File: src/rtl/fbslp_pkg.sv
package fbslp_pkg;

  localparam int ACTION_W   = 2;
  localparam int SWITCH_W   = 4;
  localparam int INDEX_W    = 2;
  localparam int COUNT_W    = 8;
  localparam int CFG_DATA_W = 16;
  localparam int CFG_IDX_W  = 1;
  localparam int FIELD_SWITCHES = 4;

  localparam logic [CFG_DATA_W-1:0] BEGIN_RESET    = 16'd100;
  localparam logic [CFG_DATA_W-1:0] INTERVAL_RESET = 16'd20;

  typedef enum logic [ACTION_W-1:0] {
    ACT_TICK   = 2'd0,
    ACT_IGNORE = 2'd1,
    ACT_READ   = 2'd2,
    ACT_NOP    = 2'd3
  } action_t;

  typedef enum logic [CFG_IDX_W-1:0] {
    CFG_BEGIN    = 1'b0,
    CFG_INTERVAL = 1'b1
  } cfg_index_t;

  typedef struct packed {
    logic tick;
    logic down;
    logic set_ignore;
    logic read_clear;
  } cell_ctrl_t;

  typedef struct packed {
    logic short_seen;
    logic hit;
  } cell_stat_t;

endpackage

File: src/rtl/fbslp_in_if.sv
interface fbslp_in_if;
  import fbslp_pkg::*;

  logic                valid;
  logic                ready;
  logic [ACTION_W-1:0] action;
  logic [SWITCH_W-1:0] switch_down;
  logic [INDEX_W-1:0]  switch_index;

  modport source (output valid, action, switch_down, switch_index, input ready);
  modport sink   (input valid, action, switch_down, switch_index, output ready);
endinterface

File: src/rtl/fbslp_out_if.sv
interface fbslp_out_if;
  import fbslp_pkg::*;

  logic                valid;
  logic                ready;
  logic                detected;
  logic [SWITCH_W-1:0] pressed_mask;
  logic [COUNT_W-1:0]  long_count_a;
  logic [COUNT_W-1:0]  long_count_b;
  logic [COUNT_W-1:0]  long_count_c;
  logic [COUNT_W-1:0]  long_count_d;

  modport source (output valid, detected, pressed_mask, long_count_a, long_count_b,
                  long_count_c, long_count_d, input ready);
  modport sink   (input valid, detected, pressed_mask, long_count_a, long_count_b,
                  long_count_c, long_count_d, output ready);
endinterface

File: src/rtl/fbslp_cfg_if.sv
interface fbslp_cfg_if;
  import fbslp_pkg::*;

  logic                  valid;
  logic                  ready;
  logic [CFG_IDX_W-1:0]  index;
  logic [CFG_DATA_W-1:0] data;

  modport source (output valid, index, data, input ready);
  modport sink   (input valid, index, data, output ready);
endinterface

File: src/rtl/fbslp_cell.sv
module fbslp_cell #(
  parameter int HOLD_WIDTH       = 16,
  parameter int LONG_COUNT_WIDTH = 8
) (
  input  logic                              clk,
  input  logic                              rst_n,
  input  fbslp_pkg::cell_ctrl_t             ctrl,
  input  logic [fbslp_pkg::CFG_DATA_W-1:0]  long_begin,
  input  logic [fbslp_pkg::CFG_DATA_W-1:0]  long_interval,
  output fbslp_pkg::cell_stat_t             stat,
  output logic [LONG_COUNT_WIDTH-1:0]       long_count
);
  import fbslp_pkg::*;

  localparam int CW = (HOLD_WIDTH > CFG_DATA_W) ? HOLD_WIDTH : CFG_DATA_W;

  logic [HOLD_WIDTH-1:0]       hold_r, hold_nxt;
  logic [HOLD_WIDTH-1:0]       phase_r, phase_nxt;
  logic                        pend_r, pend_nxt;
  logic                        ign_r, ign_nxt;
  logic                        seen_r, seen_nxt;
  logic [LONG_COUNT_WIDTH-1:0] cnt_r, cnt_nxt;

  logic [HOLD_WIDTH-1:0] hold_now;
  logic [CW-1:0]         old_ext, now_ext, begin_ext;
  logic [CW:0]           phase_inc, interval_ext;
  logic                  bump;
  logic                  hit;

  always_comb begin
    hold_now     = (&hold_r) ? hold_r : hold_r + 1'b1;
    old_ext      = CW'(hold_r);
    now_ext      = CW'(hold_now);
    begin_ext    = CW'(long_begin);
    phase_inc    = (CW + 1)'(phase_r) + 1'b1;
    interval_ext = (CW + 1)'(long_interval);

    hold_nxt  = hold_r;
    phase_nxt = phase_r;
    pend_nxt  = pend_r;
    ign_nxt   = ign_r;
    seen_nxt  = seen_r;
    cnt_nxt   = cnt_r;
    bump      = 1'b0;
    hit       = 1'b0;

    if (ctrl.tick) begin
      if (ctrl.down) begin
        if (hold_r == '0) begin
          pend_nxt = 1'b1;
        end
        hold_nxt = hold_now;
        if (now_ext >= begin_ext) begin
          if (old_ext < begin_ext) begin
            phase_nxt = '0;
            bump      = 1'b1;
          end else if (phase_inc >= interval_ext) begin
            phase_nxt = '0;
            bump      = 1'b1;
          end else begin
            phase_nxt = phase_inc[HOLD_WIDTH-1:0];
          end
          pend_nxt = 1'b0;
        end
        if (bump && !ign_r) begin
          if (!(&cnt_r)) begin
            cnt_nxt = cnt_r + 1'b1;
          end
          hit = 1'b1;
        end
      end else begin
        if (pend_r) begin
          seen_nxt = 1'b1;
          hit      = 1'b1;
        end
        pend_nxt  = 1'b0;
        hold_nxt  = '0;
        phase_nxt = '0;
        cnt_nxt   = '0;
        ign_nxt   = 1'b0;
      end
    end

    if (ctrl.set_ignore) begin
      ign_nxt = 1'b1;
    end

    if (ctrl.read_clear) begin
      seen_nxt = 1'b0;
      cnt_nxt  = '0;
    end
  end

  always_ff @(posedge clk) begin
    if (!rst_n) begin
      hold_r  <= '0;
      phase_r <= '0;
      pend_r  <= 1'b0;
      ign_r   <= 1'b0;
      seen_r  <= 1'b0;
      cnt_r   <= '0;
    end else begin
      hold_r  <= hold_nxt;
      phase_r <= phase_nxt;
      pend_r  <= pend_nxt;
      ign_r   <= ign_nxt;
      seen_r  <= seen_nxt;
      cnt_r   <= cnt_nxt;
    end
  end

  assign stat.short_seen = seen_r;
  assign stat.hit        = hit;
  assign long_count      = cnt_r;

endmodule

File: src/rtl/four_button_short_long_press.sv
// A read item's result is offered from the result register, behind the input register.
// Throughput: one item per cycle unless a read stalls; the input register moves on
// for a read only when the result register is free or is emptied in the same cycle.
// Reset (synchronous, active low) clears all switch state, both handshakes and
// restores the hold threshold to 100 ticks and the repeat interval to 20 ticks.
module four_button_short_long_press #(
  parameter int NUM_SWITCHES     = 4,
  parameter int HOLD_WIDTH       = 16,
  parameter int LONG_COUNT_WIDTH = 8
) (
  input  logic        clk,
  input  logic        rst_n,
  fbslp_in_if.sink    in_ch,
  fbslp_out_if.source out_ch,
  fbslp_cfg_if.sink   cfg_ch
);
  import fbslp_pkg::*;

  logic [CFG_DATA_W-1:0] begin_r;
  logic [CFG_DATA_W-1:0] interval_r;

  logic                s1_valid_r;
  action_t             s1_action_r;
  logic [SWITCH_W-1:0] s1_down_r;
  logic [INDEX_W-1:0]  s1_index_r;

  logic                out_valid_r;
  logic                out_detected_r;
  logic [SWITCH_W-1:0] out_mask_r;
  logic [FIELD_SWITCHES-1:0][COUNT_W-1:0] out_count_r;

  logic any_detected_r, any_detected_nxt;

  logic s1_is_read;
  logic advance;
  logic in_take;

  cell_ctrl_t [NUM_SWITCHES-1:0] cell_ctrl;
  cell_stat_t [NUM_SWITCHES-1:0] cell_stat;
  logic [NUM_SWITCHES-1:0][LONG_COUNT_WIDTH-1:0] cell_count;
  logic [NUM_SWITCHES-1:0] cell_hit;

  logic [SWITCH_W-1:0] mask_now;
  logic [FIELD_SWITCHES-1:0][COUNT_W-1:0] count_now;

  assign s1_is_read   = (s1_action_r == ACT_READ);
  assign advance      = s1_valid_r && (!s1_is_read || !out_valid_r || out_ch.ready);
  assign in_ch.ready  = !s1_valid_r || advance;
  assign in_take      = in_ch.valid && in_ch.ready;
  assign cfg_ch.ready = 1'b1;

  always_ff @(posedge clk) begin
    if (!rst_n) begin
      begin_r    <= BEGIN_RESET;
      interval_r <= INTERVAL_RESET;
    end else if (cfg_ch.valid) begin
      case (cfg_index_t'(cfg_ch.index))
        CFG_BEGIN:    begin_r    <= cfg_ch.data;
        CFG_INTERVAL: interval_r <= cfg_ch.data;
        default:      ;
      endcase
    end
  end

  always_ff @(posedge clk) begin
    if (!rst_n) begin
      s1_valid_r <= 1'b0;
    end else if (in_ch.ready) begin
      s1_valid_r <= in_ch.valid;
    end
  end

  always_ff @(posedge clk) begin
    if (in_take) begin
      s1_action_r <= action_t'(in_ch.action);
      s1_down_r   <= in_ch.switch_down;
      s1_index_r  <= in_ch.switch_index;
    end
  end

  for (genvar s = 0; s < NUM_SWITCHES; s++) begin : g_cell
    if (s < FIELD_SWITCHES) begin : g_field
      assign cell_ctrl[s].down       = s1_down_r[s];
      assign cell_ctrl[s].set_ignore = advance && (s1_action_r == ACT_IGNORE)
                                       && (s1_index_r == INDEX_W'(s));
      assign mask_now[s]             = cell_stat[s].short_seen;
      if (LONG_COUNT_WIDTH >= COUNT_W) begin : g_trunc
        assign count_now[s] = cell_count[s][COUNT_W-1:0];
      end else begin : g_ext
        assign count_now[s] = COUNT_W'(cell_count[s]);
      end
    end else begin : g_extra
      assign cell_ctrl[s].down       = 1'b0;
      assign cell_ctrl[s].set_ignore = 1'b0;
    end
    assign cell_ctrl[s].tick       = advance && (s1_action_r == ACT_TICK);
    assign cell_ctrl[s].read_clear = advance && s1_is_read;
    assign cell_hit[s]             = cell_stat[s].hit;

    fbslp_cell #(
      .HOLD_WIDTH       (HOLD_WIDTH),
      .LONG_COUNT_WIDTH (LONG_COUNT_WIDTH)
    ) u_cell (
      .clk           (clk),
      .rst_n         (rst_n),
      .ctrl          (cell_ctrl[s]),
      .long_begin    (begin_r),
      .long_interval (interval_r),
      .stat          (cell_stat[s]),
      .long_count    (cell_count[s])
    );
  end

  for (genvar s = NUM_SWITCHES; s < FIELD_SWITCHES; s++) begin : g_absent
    assign mask_now[s]  = 1'b0;
    assign count_now[s] = '0;
  end

  always_comb begin
    any_detected_nxt = any_detected_r;
    if (|cell_hit) begin
      any_detected_nxt = 1'b1;
    end
    if (advance && s1_is_read) begin
      any_detected_nxt = 1'b0;
    end
  end

  always_ff @(posedge clk) begin
    if (!rst_n) begin
      any_detected_r <= 1'b0;
      out_valid_r    <= 1'b0;
    end else begin
      any_detected_r <= any_detected_nxt;
      if (advance && s1_is_read) begin
        out_valid_r <= 1'b1;
      end else if (out_ch.ready) begin
        out_valid_r <= 1'b0;
      end
    end
  end

  always_ff @(posedge clk) begin
    if (advance && s1_is_read) begin
      out_detected_r <= any_detected_r;
      out_mask_r     <= mask_now;
      out_count_r    <= count_now;
    end
  end

  assign out_ch.valid        = out_valid_r;
  assign out_ch.detected     = out_detected_r;
  assign out_ch.pressed_mask = out_mask_r;
  assign out_ch.long_count_a = out_count_r[0];
  assign out_ch.long_count_b = out_count_r[1];
  assign out_ch.long_count_c = out_count_r[2];
  assign out_ch.long_count_d = out_count_r[3];

endmodule

File: src/flat_wrapper.sv
// flat-port wrapper written by rule: the top's interface ports become plain ports
module four_button_short_long_press_flat import fbslp_pkg::*;
#(
  parameter int NUM_SWITCHES     = 4,
  parameter int HOLD_WIDTH       = 16,
  parameter int LONG_COUNT_WIDTH = 8
)
  (clk, rst_n, in_ch_valid, in_ch_action, in_ch_switch_down, in_ch_switch_index, in_ch_ready, out_ch_valid, out_ch_detected, out_ch_pressed_mask, out_ch_long_count_a, out_ch_long_count_b, out_ch_long_count_c, out_ch_long_count_d, out_ch_ready, cfg_ch_valid, cfg_ch_index, cfg_ch_data, cfg_ch_ready);
  fbslp_in_if in_ch_i ();
  fbslp_out_if out_ch_i ();
  fbslp_cfg_if cfg_ch_i ();
  input  logic clk;
  input  logic rst_n;
  input wire logic [$bits(in_ch_i.valid)-1:0] in_ch_valid;
  input wire logic [$bits(in_ch_i.action)-1:0] in_ch_action;
  input wire logic [$bits(in_ch_i.switch_down)-1:0] in_ch_switch_down;
  input wire logic [$bits(in_ch_i.switch_index)-1:0] in_ch_switch_index;
  output wire logic [$bits(in_ch_i.ready)-1:0] in_ch_ready;
  output wire logic [$bits(out_ch_i.valid)-1:0] out_ch_valid;
  output wire logic [$bits(out_ch_i.detected)-1:0] out_ch_detected;
  output wire logic [$bits(out_ch_i.pressed_mask)-1:0] out_ch_pressed_mask;
  output wire logic [$bits(out_ch_i.long_count_a)-1:0] out_ch_long_count_a;
  output wire logic [$bits(out_ch_i.long_count_b)-1:0] out_ch_long_count_b;
  output wire logic [$bits(out_ch_i.long_count_c)-1:0] out_ch_long_count_c;
  output wire logic [$bits(out_ch_i.long_count_d)-1:0] out_ch_long_count_d;
  input wire logic [$bits(out_ch_i.ready)-1:0] out_ch_ready;
  input wire logic [$bits(cfg_ch_i.valid)-1:0] cfg_ch_valid;
  input wire logic [$bits(cfg_ch_i.index)-1:0] cfg_ch_index;
  input wire logic [$bits(cfg_ch_i.data)-1:0] cfg_ch_data;
  output wire logic [$bits(cfg_ch_i.ready)-1:0] cfg_ch_ready;
  assign in_ch_i.valid = in_ch_valid;
  assign in_ch_i.action = in_ch_action;
  assign in_ch_i.switch_down = in_ch_switch_down;
  assign in_ch_i.switch_index = in_ch_switch_index;
  assign in_ch_ready = in_ch_i.ready;
  assign out_ch_valid = out_ch_i.valid;
  assign out_ch_detected = out_ch_i.detected;
  assign out_ch_pressed_mask = out_ch_i.pressed_mask;
  assign out_ch_long_count_a = out_ch_i.long_count_a;
  assign out_ch_long_count_b = out_ch_i.long_count_b;
  assign out_ch_long_count_c = out_ch_i.long_count_c;
  assign out_ch_long_count_d = out_ch_i.long_count_d;
  assign out_ch_i.ready = out_ch_ready;
  assign cfg_ch_i.valid = cfg_ch_valid;
  assign cfg_ch_i.index = cfg_ch_index;
  assign cfg_ch_i.data = cfg_ch_data;
  assign cfg_ch_ready = cfg_ch_i.ready;
  four_button_short_long_press #(.NUM_SWITCHES(NUM_SWITCHES), .HOLD_WIDTH(HOLD_WIDTH), .LONG_COUNT_WIDTH(LONG_COUNT_WIDTH)) u_core (.clk(clk), .rst_n(rst_n), .in_ch(in_ch_i), .out_ch(out_ch_i), .cfg_ch(cfg_ch_i));
endmodule
File: config.mk
export PLATFORM = sky130hd
export DESIGN_NAME = four_button_short_long_press_flat
export DESIGN_NICKNAME = d
export VERILOG_FILES = /design/src/rtl/fbslp_pkg.sv /design/src/rtl/fbslp_in_if.sv /design/src/rtl/fbslp_out_if.sv /design/src/rtl/fbslp_cfg_if.sv /design/src/rtl/fbslp_cell.sv /design/src/rtl/four_button_short_long_press.sv /design/src/flat_wrapper.sv
export SDC_FILE = /design/constraint.sdc
export NUM_CORES = 1
export LEC_CHECK = 0
export BUFFER_PORTS_ARGS = -buffer_cell sky130_fd_sc_hd__buf_2
export CELL_PAD_IN_SITES_DETAIL_PLACEMENT = 0
export CELL_PAD_IN_SITES_GLOBAL_PLACEMENT = 1
export CORE_MARGIN = 5
export CORE_UTILIZATION = 44
export CTS_CLUSTER_DIAMETER = 200
export DETAILED_ROUTE_END_ITERATION = 10
export PLACE_DENSITY = 0.79
export SYNTH_ARGS = -nofsm -noshare
export SYNTH_HDL_FRONTEND = slang
export SYNTH_HIERARCHICAL = 1
export SYNTH_SLANG_ARGS = --single-unit
File: constraint.sdc
create_clock -name clk -period 4.1 [get_ports clk]
set_input_delay 0.82 -clock clk [delete_from_list [all_inputs] [get_ports clk]]
set_output_delay 0.82 -clock clk [all_outputs]
set_load 0.02 [all_outputs]
==> flow_metrics.tcl <==
set metrics [dict create \
    grt_setup_unrepaired "no" \
    wirelength_um 53810 \
    ctsHtreeMaxLevel 2 \
    vias 16770 \
    worst_pin_slew_ns 0.8260 \
    synthArstFlopShare_pct 0 \
    hold_class "input port to flop" \
    sequentialPowerShare_pct 42.7 \
    grt_max_degree 69 \
    io_buffers 68 \
    crit_path_top_delay_cell "or4_1" \
    slew_headroom_pct 44.73 \
    ys_types 85 \
    ant_nets 0 \
    period_needed_ns 3.859 \
    die_area_um2 45670 \
    diodes 0 \
    grt_pass1_wl_um 85370 \
    clock_sinks 252 \
    p_sw_mw 1.531 \
    hpwlAfterDp_um 39870 \
    leakage_nw 8.496 \
    fill_cells 3928 \
    synth.area.top_cells "dfxtp_1 23%, ha_1 14%, edfxtp_1 7.4%" \
    power_frac_comb_pct 6.8 \
    rrSetupSlack_ns 0.24 \
    synth_cells 2215 \
    synth_seq_cells 252 \
    synth_fp_nets 2449 \
    critPathRequiredTime_ns 4.52 \
    rows 74 \
    peakVddDrop_v 0.0002603 \
    ys_seq_area_share_pct 30.10 \
    path_delay_family "simple AND/OR/NAND/NOR gates" \
    core_um2 40920 \
    hold_viol 0 \
    slew_viol_final 0 \
    crit_arrival_ns 4.28 \
    die_x_um 213.7 \
    status "finished clean" \
    netlist_area_um2 18260 \
    ys.flop_type "dfxtp_1" \
    worst_slack_ns 0.2412 \
    swShare_pct 25.05 \
    p_per_area_nw_per_um2 294.9 \
    ctsHoldBuffers 0 \
    clk_latency_ns 0.56 \
    grt_overflow 0 \
    path_common_cell "nand3_1" \
    cts_buffers 34 \
    crit_fanout 6 \
    regArea_um2 5502 \
    yosys-top-cells-count "275 x nand2_1, 207 x dfxtp_1, 204 x ha_1" \
    path_cells "and3_4 -> nand3_1 -> nor2_4 -> nand3_1 -> or2_2 -> xnor2_1 -> ha_1 -> nand3_1 -> o41ai_1 -> a221oi_2 -> nand4b_1 -> or2_2 -> a31oi_1 -> nor2_1 -> or4_1 -> o21ai_1 -> nor2_1" \
    max_freq_ghz 0.2592 \
    hold_ws_ns 0.4300 \
    crit_path_start_kind "flop" \
    postSynthAreaPerCell_um2 8.243 \
    p_int_mw 4.581 \
    crit_path_end_kind "flop" \
    drtIter0Drc 1055 \
    synth_edf_count 45 \
    synth_most_common_cell "nand2_1" \
    slowest_delay_ns 0.41 \
    drive_above_1_share_pct 13.14 \
    finalSetupViolCount 0 \
    max-cap-violations 0 \
    tns_ns 0 \
    clkPwrFrac_pct 50.6 \
    post_drt_wl_per_cell_um 18.82 \
    grtUsageTotal_pct 23.21 \
    finalNetCount 2536 \
    synth_top_area_cell "dfxtp_1" \
    dr.pass1.iters 7 \
    critical_path_class "flop to flop" \
    grt_pass1_vias 15910 \
    antenna_found_initial 1 \
    routabilityCongestion 0.9352 \
    netlist.area_leader.share_pct 22.70 \
    ys_warn_count 6 \
    post_cts_buffers 0 \
    num_io_pins 70 \
    fp.dieH_um 213.7 \
    cts_tree "done" \
    critPathBufInv 0 \
    multiInputGateArea_um2 11750 \
    post-route-period-util_pct 94.12 \
    syn_to_final_growth_pct 13.53 \
    post-place-ws_ns 0.1055 \
    drc_errors 0 \
    clkTransAtPathRegs_ns 0.06 \
    clock_path_buffers 3 \
    via_per_inst 5.863 \
    cts-resized-gates 0 \
    fin_worst_skew_ns 0.03579 \
    clockRootBuffer "clkbuf_16" \
    start_util_pct 44.61 \
]
-- area by class of cell --
cell class / instances / share of cell area, %
tap: 532 / 3.211
multi-input combinational: 1696 / 56.71
timing repair buffer: 159 / 5.071
sequential: 252 / 26.54
clock buffer: 42 / 4.346
clock inverter: 20 / 1.244
inverter: 159 / 2.879
-- kinds of logic after synthesis --
kind of cell	share of synthesized area (%)
muxes	0.5208
DFF	30.10
buffers and inverters	6.140
and+or+nand+nor	25.86
other	0.02054
adders and majority gates	13.98
AOI/OAI and AO/OA	19.45
xor gates and xnor gates	3.927
-- routing by layer --
metal | global-route usage (%) | vias to the layer above | share of wire [%] | routed length (um)
li1 | - | 8239 | - | -
met4 | 9.101 | 0 | 3.3 | 1793
met3 | 3.467 | 97 | 5.8 | 3132
met2 | 37.36 | 460 | 46 | 24620
met1 | 31.58 | 7971 | 45 | 24270
met5 | 0 | - | 0 | 0
-- cells in the final DEF, fill, tap and decap left out, types with 8 or more instances in the layout --
| cell type | netlist | routed |
|---|---|---|
| nand2_1 | 275 | 275 |
| dfxtp_1 | 207 | 202 |
| ha_1 | 204 | 202 |
| inv_1 | 156 | 156 |
| nand3_1 | 108 | 106 |
| nor2_1 | 105 | 105 |
| a21oi_1 | 104 | 104 |
| buf_4 | 13 | 90 |
| buf_2 | 14 | 67 |
| xnor2_1 | 62 | 61 |
| and3_1 | 57 | 56 |
| nand4_1 | 55 | 55 |
| nor3_1 | 54 | 54 |
| o21a_1 | 47 | 47 |
| o21ai_1 | 48 | 47 |
| edfxtp_1 | 45 | 45 |
| nand2b_1 | 41 | 41 |
| a31oi_1 | 36 | 35 |
| clkbuf_16 | 0 | 34 |
| a21boi_1 | 34 | 34 |
| o21ai_0 | 32 | 32 |
| nor4_1 | 29 | 29 |
| nor2b_1 | 26 | 24 |
| a211oi_1 | 21 | 21 |
| and2_1 | 19 | 19 |
| a21boi_0 | 18 | 18 |
| xor2_1 | 18 | 18 |
| o31ai_1 | 19 | 18 |
| a22oi_1 | 18 | 18 |
| o22ai_1 | 18 | 16 |
| or2_2 | 14 | 14 |
| and4_1 | 14 | 14 |
| a21o_1 | 14 | 14 |
| o211ai_1 | 13 | 13 |
| a32oi_1 | 12 | 12 |
| nor3b_1 | 11 | 10 |
| nor4_2 | 9 | 9 |
| or3_1 | 10 | 8 |
| o2bb2ai_1 | 8 | 8 |
-- power by group through the flow --
| stage | registers (mW) | clock network (mW) | logic [mW] |
|---|---|---|---|
| floorplan | 2.62 | 0 | 0.285 |
| global placement | 2.66 | 0 | 0.396 |
| detailed placement | 2.66 | 0 | 0.406 |
| CTS | 2.61 | 3.18 | 0.409 |
| global route | 2.61 | 3.28 | 0.462 |
| finish | 2.61 | 3.09 | 0.413 |
-- metrics by stage --
stage | util [%] | area (um^2) | cells | power, mW
global route | 50.65 | 20730 | 2860 | 6.352
floorplan | - | 18330 | 2215 | 2.906
finish | 50.65 | 20730 | 2860 | 6.112
CTS | 50.51 | 20670 | 2860 | 6.193
detailed placement | 47.68 | 19510 | 2798 | 3.067
global placement | 47.68 | 19510 | 2798 | 3.057
-- worst reg2reg max path, cell delays in order (launching register included) --
cell	delay [ns]
dfxtp_1	0.40
and3_4	0.24
nand3_1	0.19
nor2_4	0.21
nand3_1	0.19
or2_2	0.37
xnor2_1	0.14
ha_1	0.29
nand3_1	0.07
o41ai_1	0.07
a221oi_2	0.22
nand4b_1	0.14
or2_2	0.32
a31oi_1	0.17
nor2_1	0.11
or4_1	0.42
o21ai_1	0.14
nor2_1	0.05
-- worst paths after layout --
| check | startpoint | endpoint | cells past startpoint |
|---|---|---|---|
| setup / recovery | u_core/g_cell[1].u_cell/phase_r[4]$_SDFFE_PN0P_ | u_core/any_detected_r$_SDFFE_PP0P_ | 17 |
| hold / removal | in_ch_switch_down[3] | u_core/s1_down_r[3]$_DFFE_PP_ | 1 |
| setup reg to reg | u_core/g_cell[1].u_cell/phase_r[4]$_SDFFE_PN0P_ | u_core/any_detected_r$_SDFFE_PP0P_ | 17 |
| hold reg to reg | u_core/g_cell[3].u_cell/seen_r$_SDFFE_PP0P_ | u_core/out_ch.pressed_mask[3]$_DFFE_PP_ | 0 |
-- sequential cells by signal (all words and copies together), names as in the netlist, 4 cells and up --
name / flops
u_core/interval_r: 16
u_core/begin_r: 16
u_core/out_ch.long_count_c: 8
u_core/out_ch.long_count_a: 8
u_core/g_cell.u_cell/hold_r: 64
u_core/g_cell.u_cell/phase_r: 64
u_core/out_ch.pressed_mask: 4
u_core/g_cell.u_cell/long_count: 32
u_core/g_cell.u_cell/pend_r: 4
u_core/out_ch.long_count_b: 8
u_core/out_ch.long_count_d: 8
u_core/g_cell.u_cell/seen_r: 4
u_core/g_cell.u_cell/ign_r: 4
u_core/s1_down_r: 4
No activity file was read; power rests on OpenSTA's default activity.
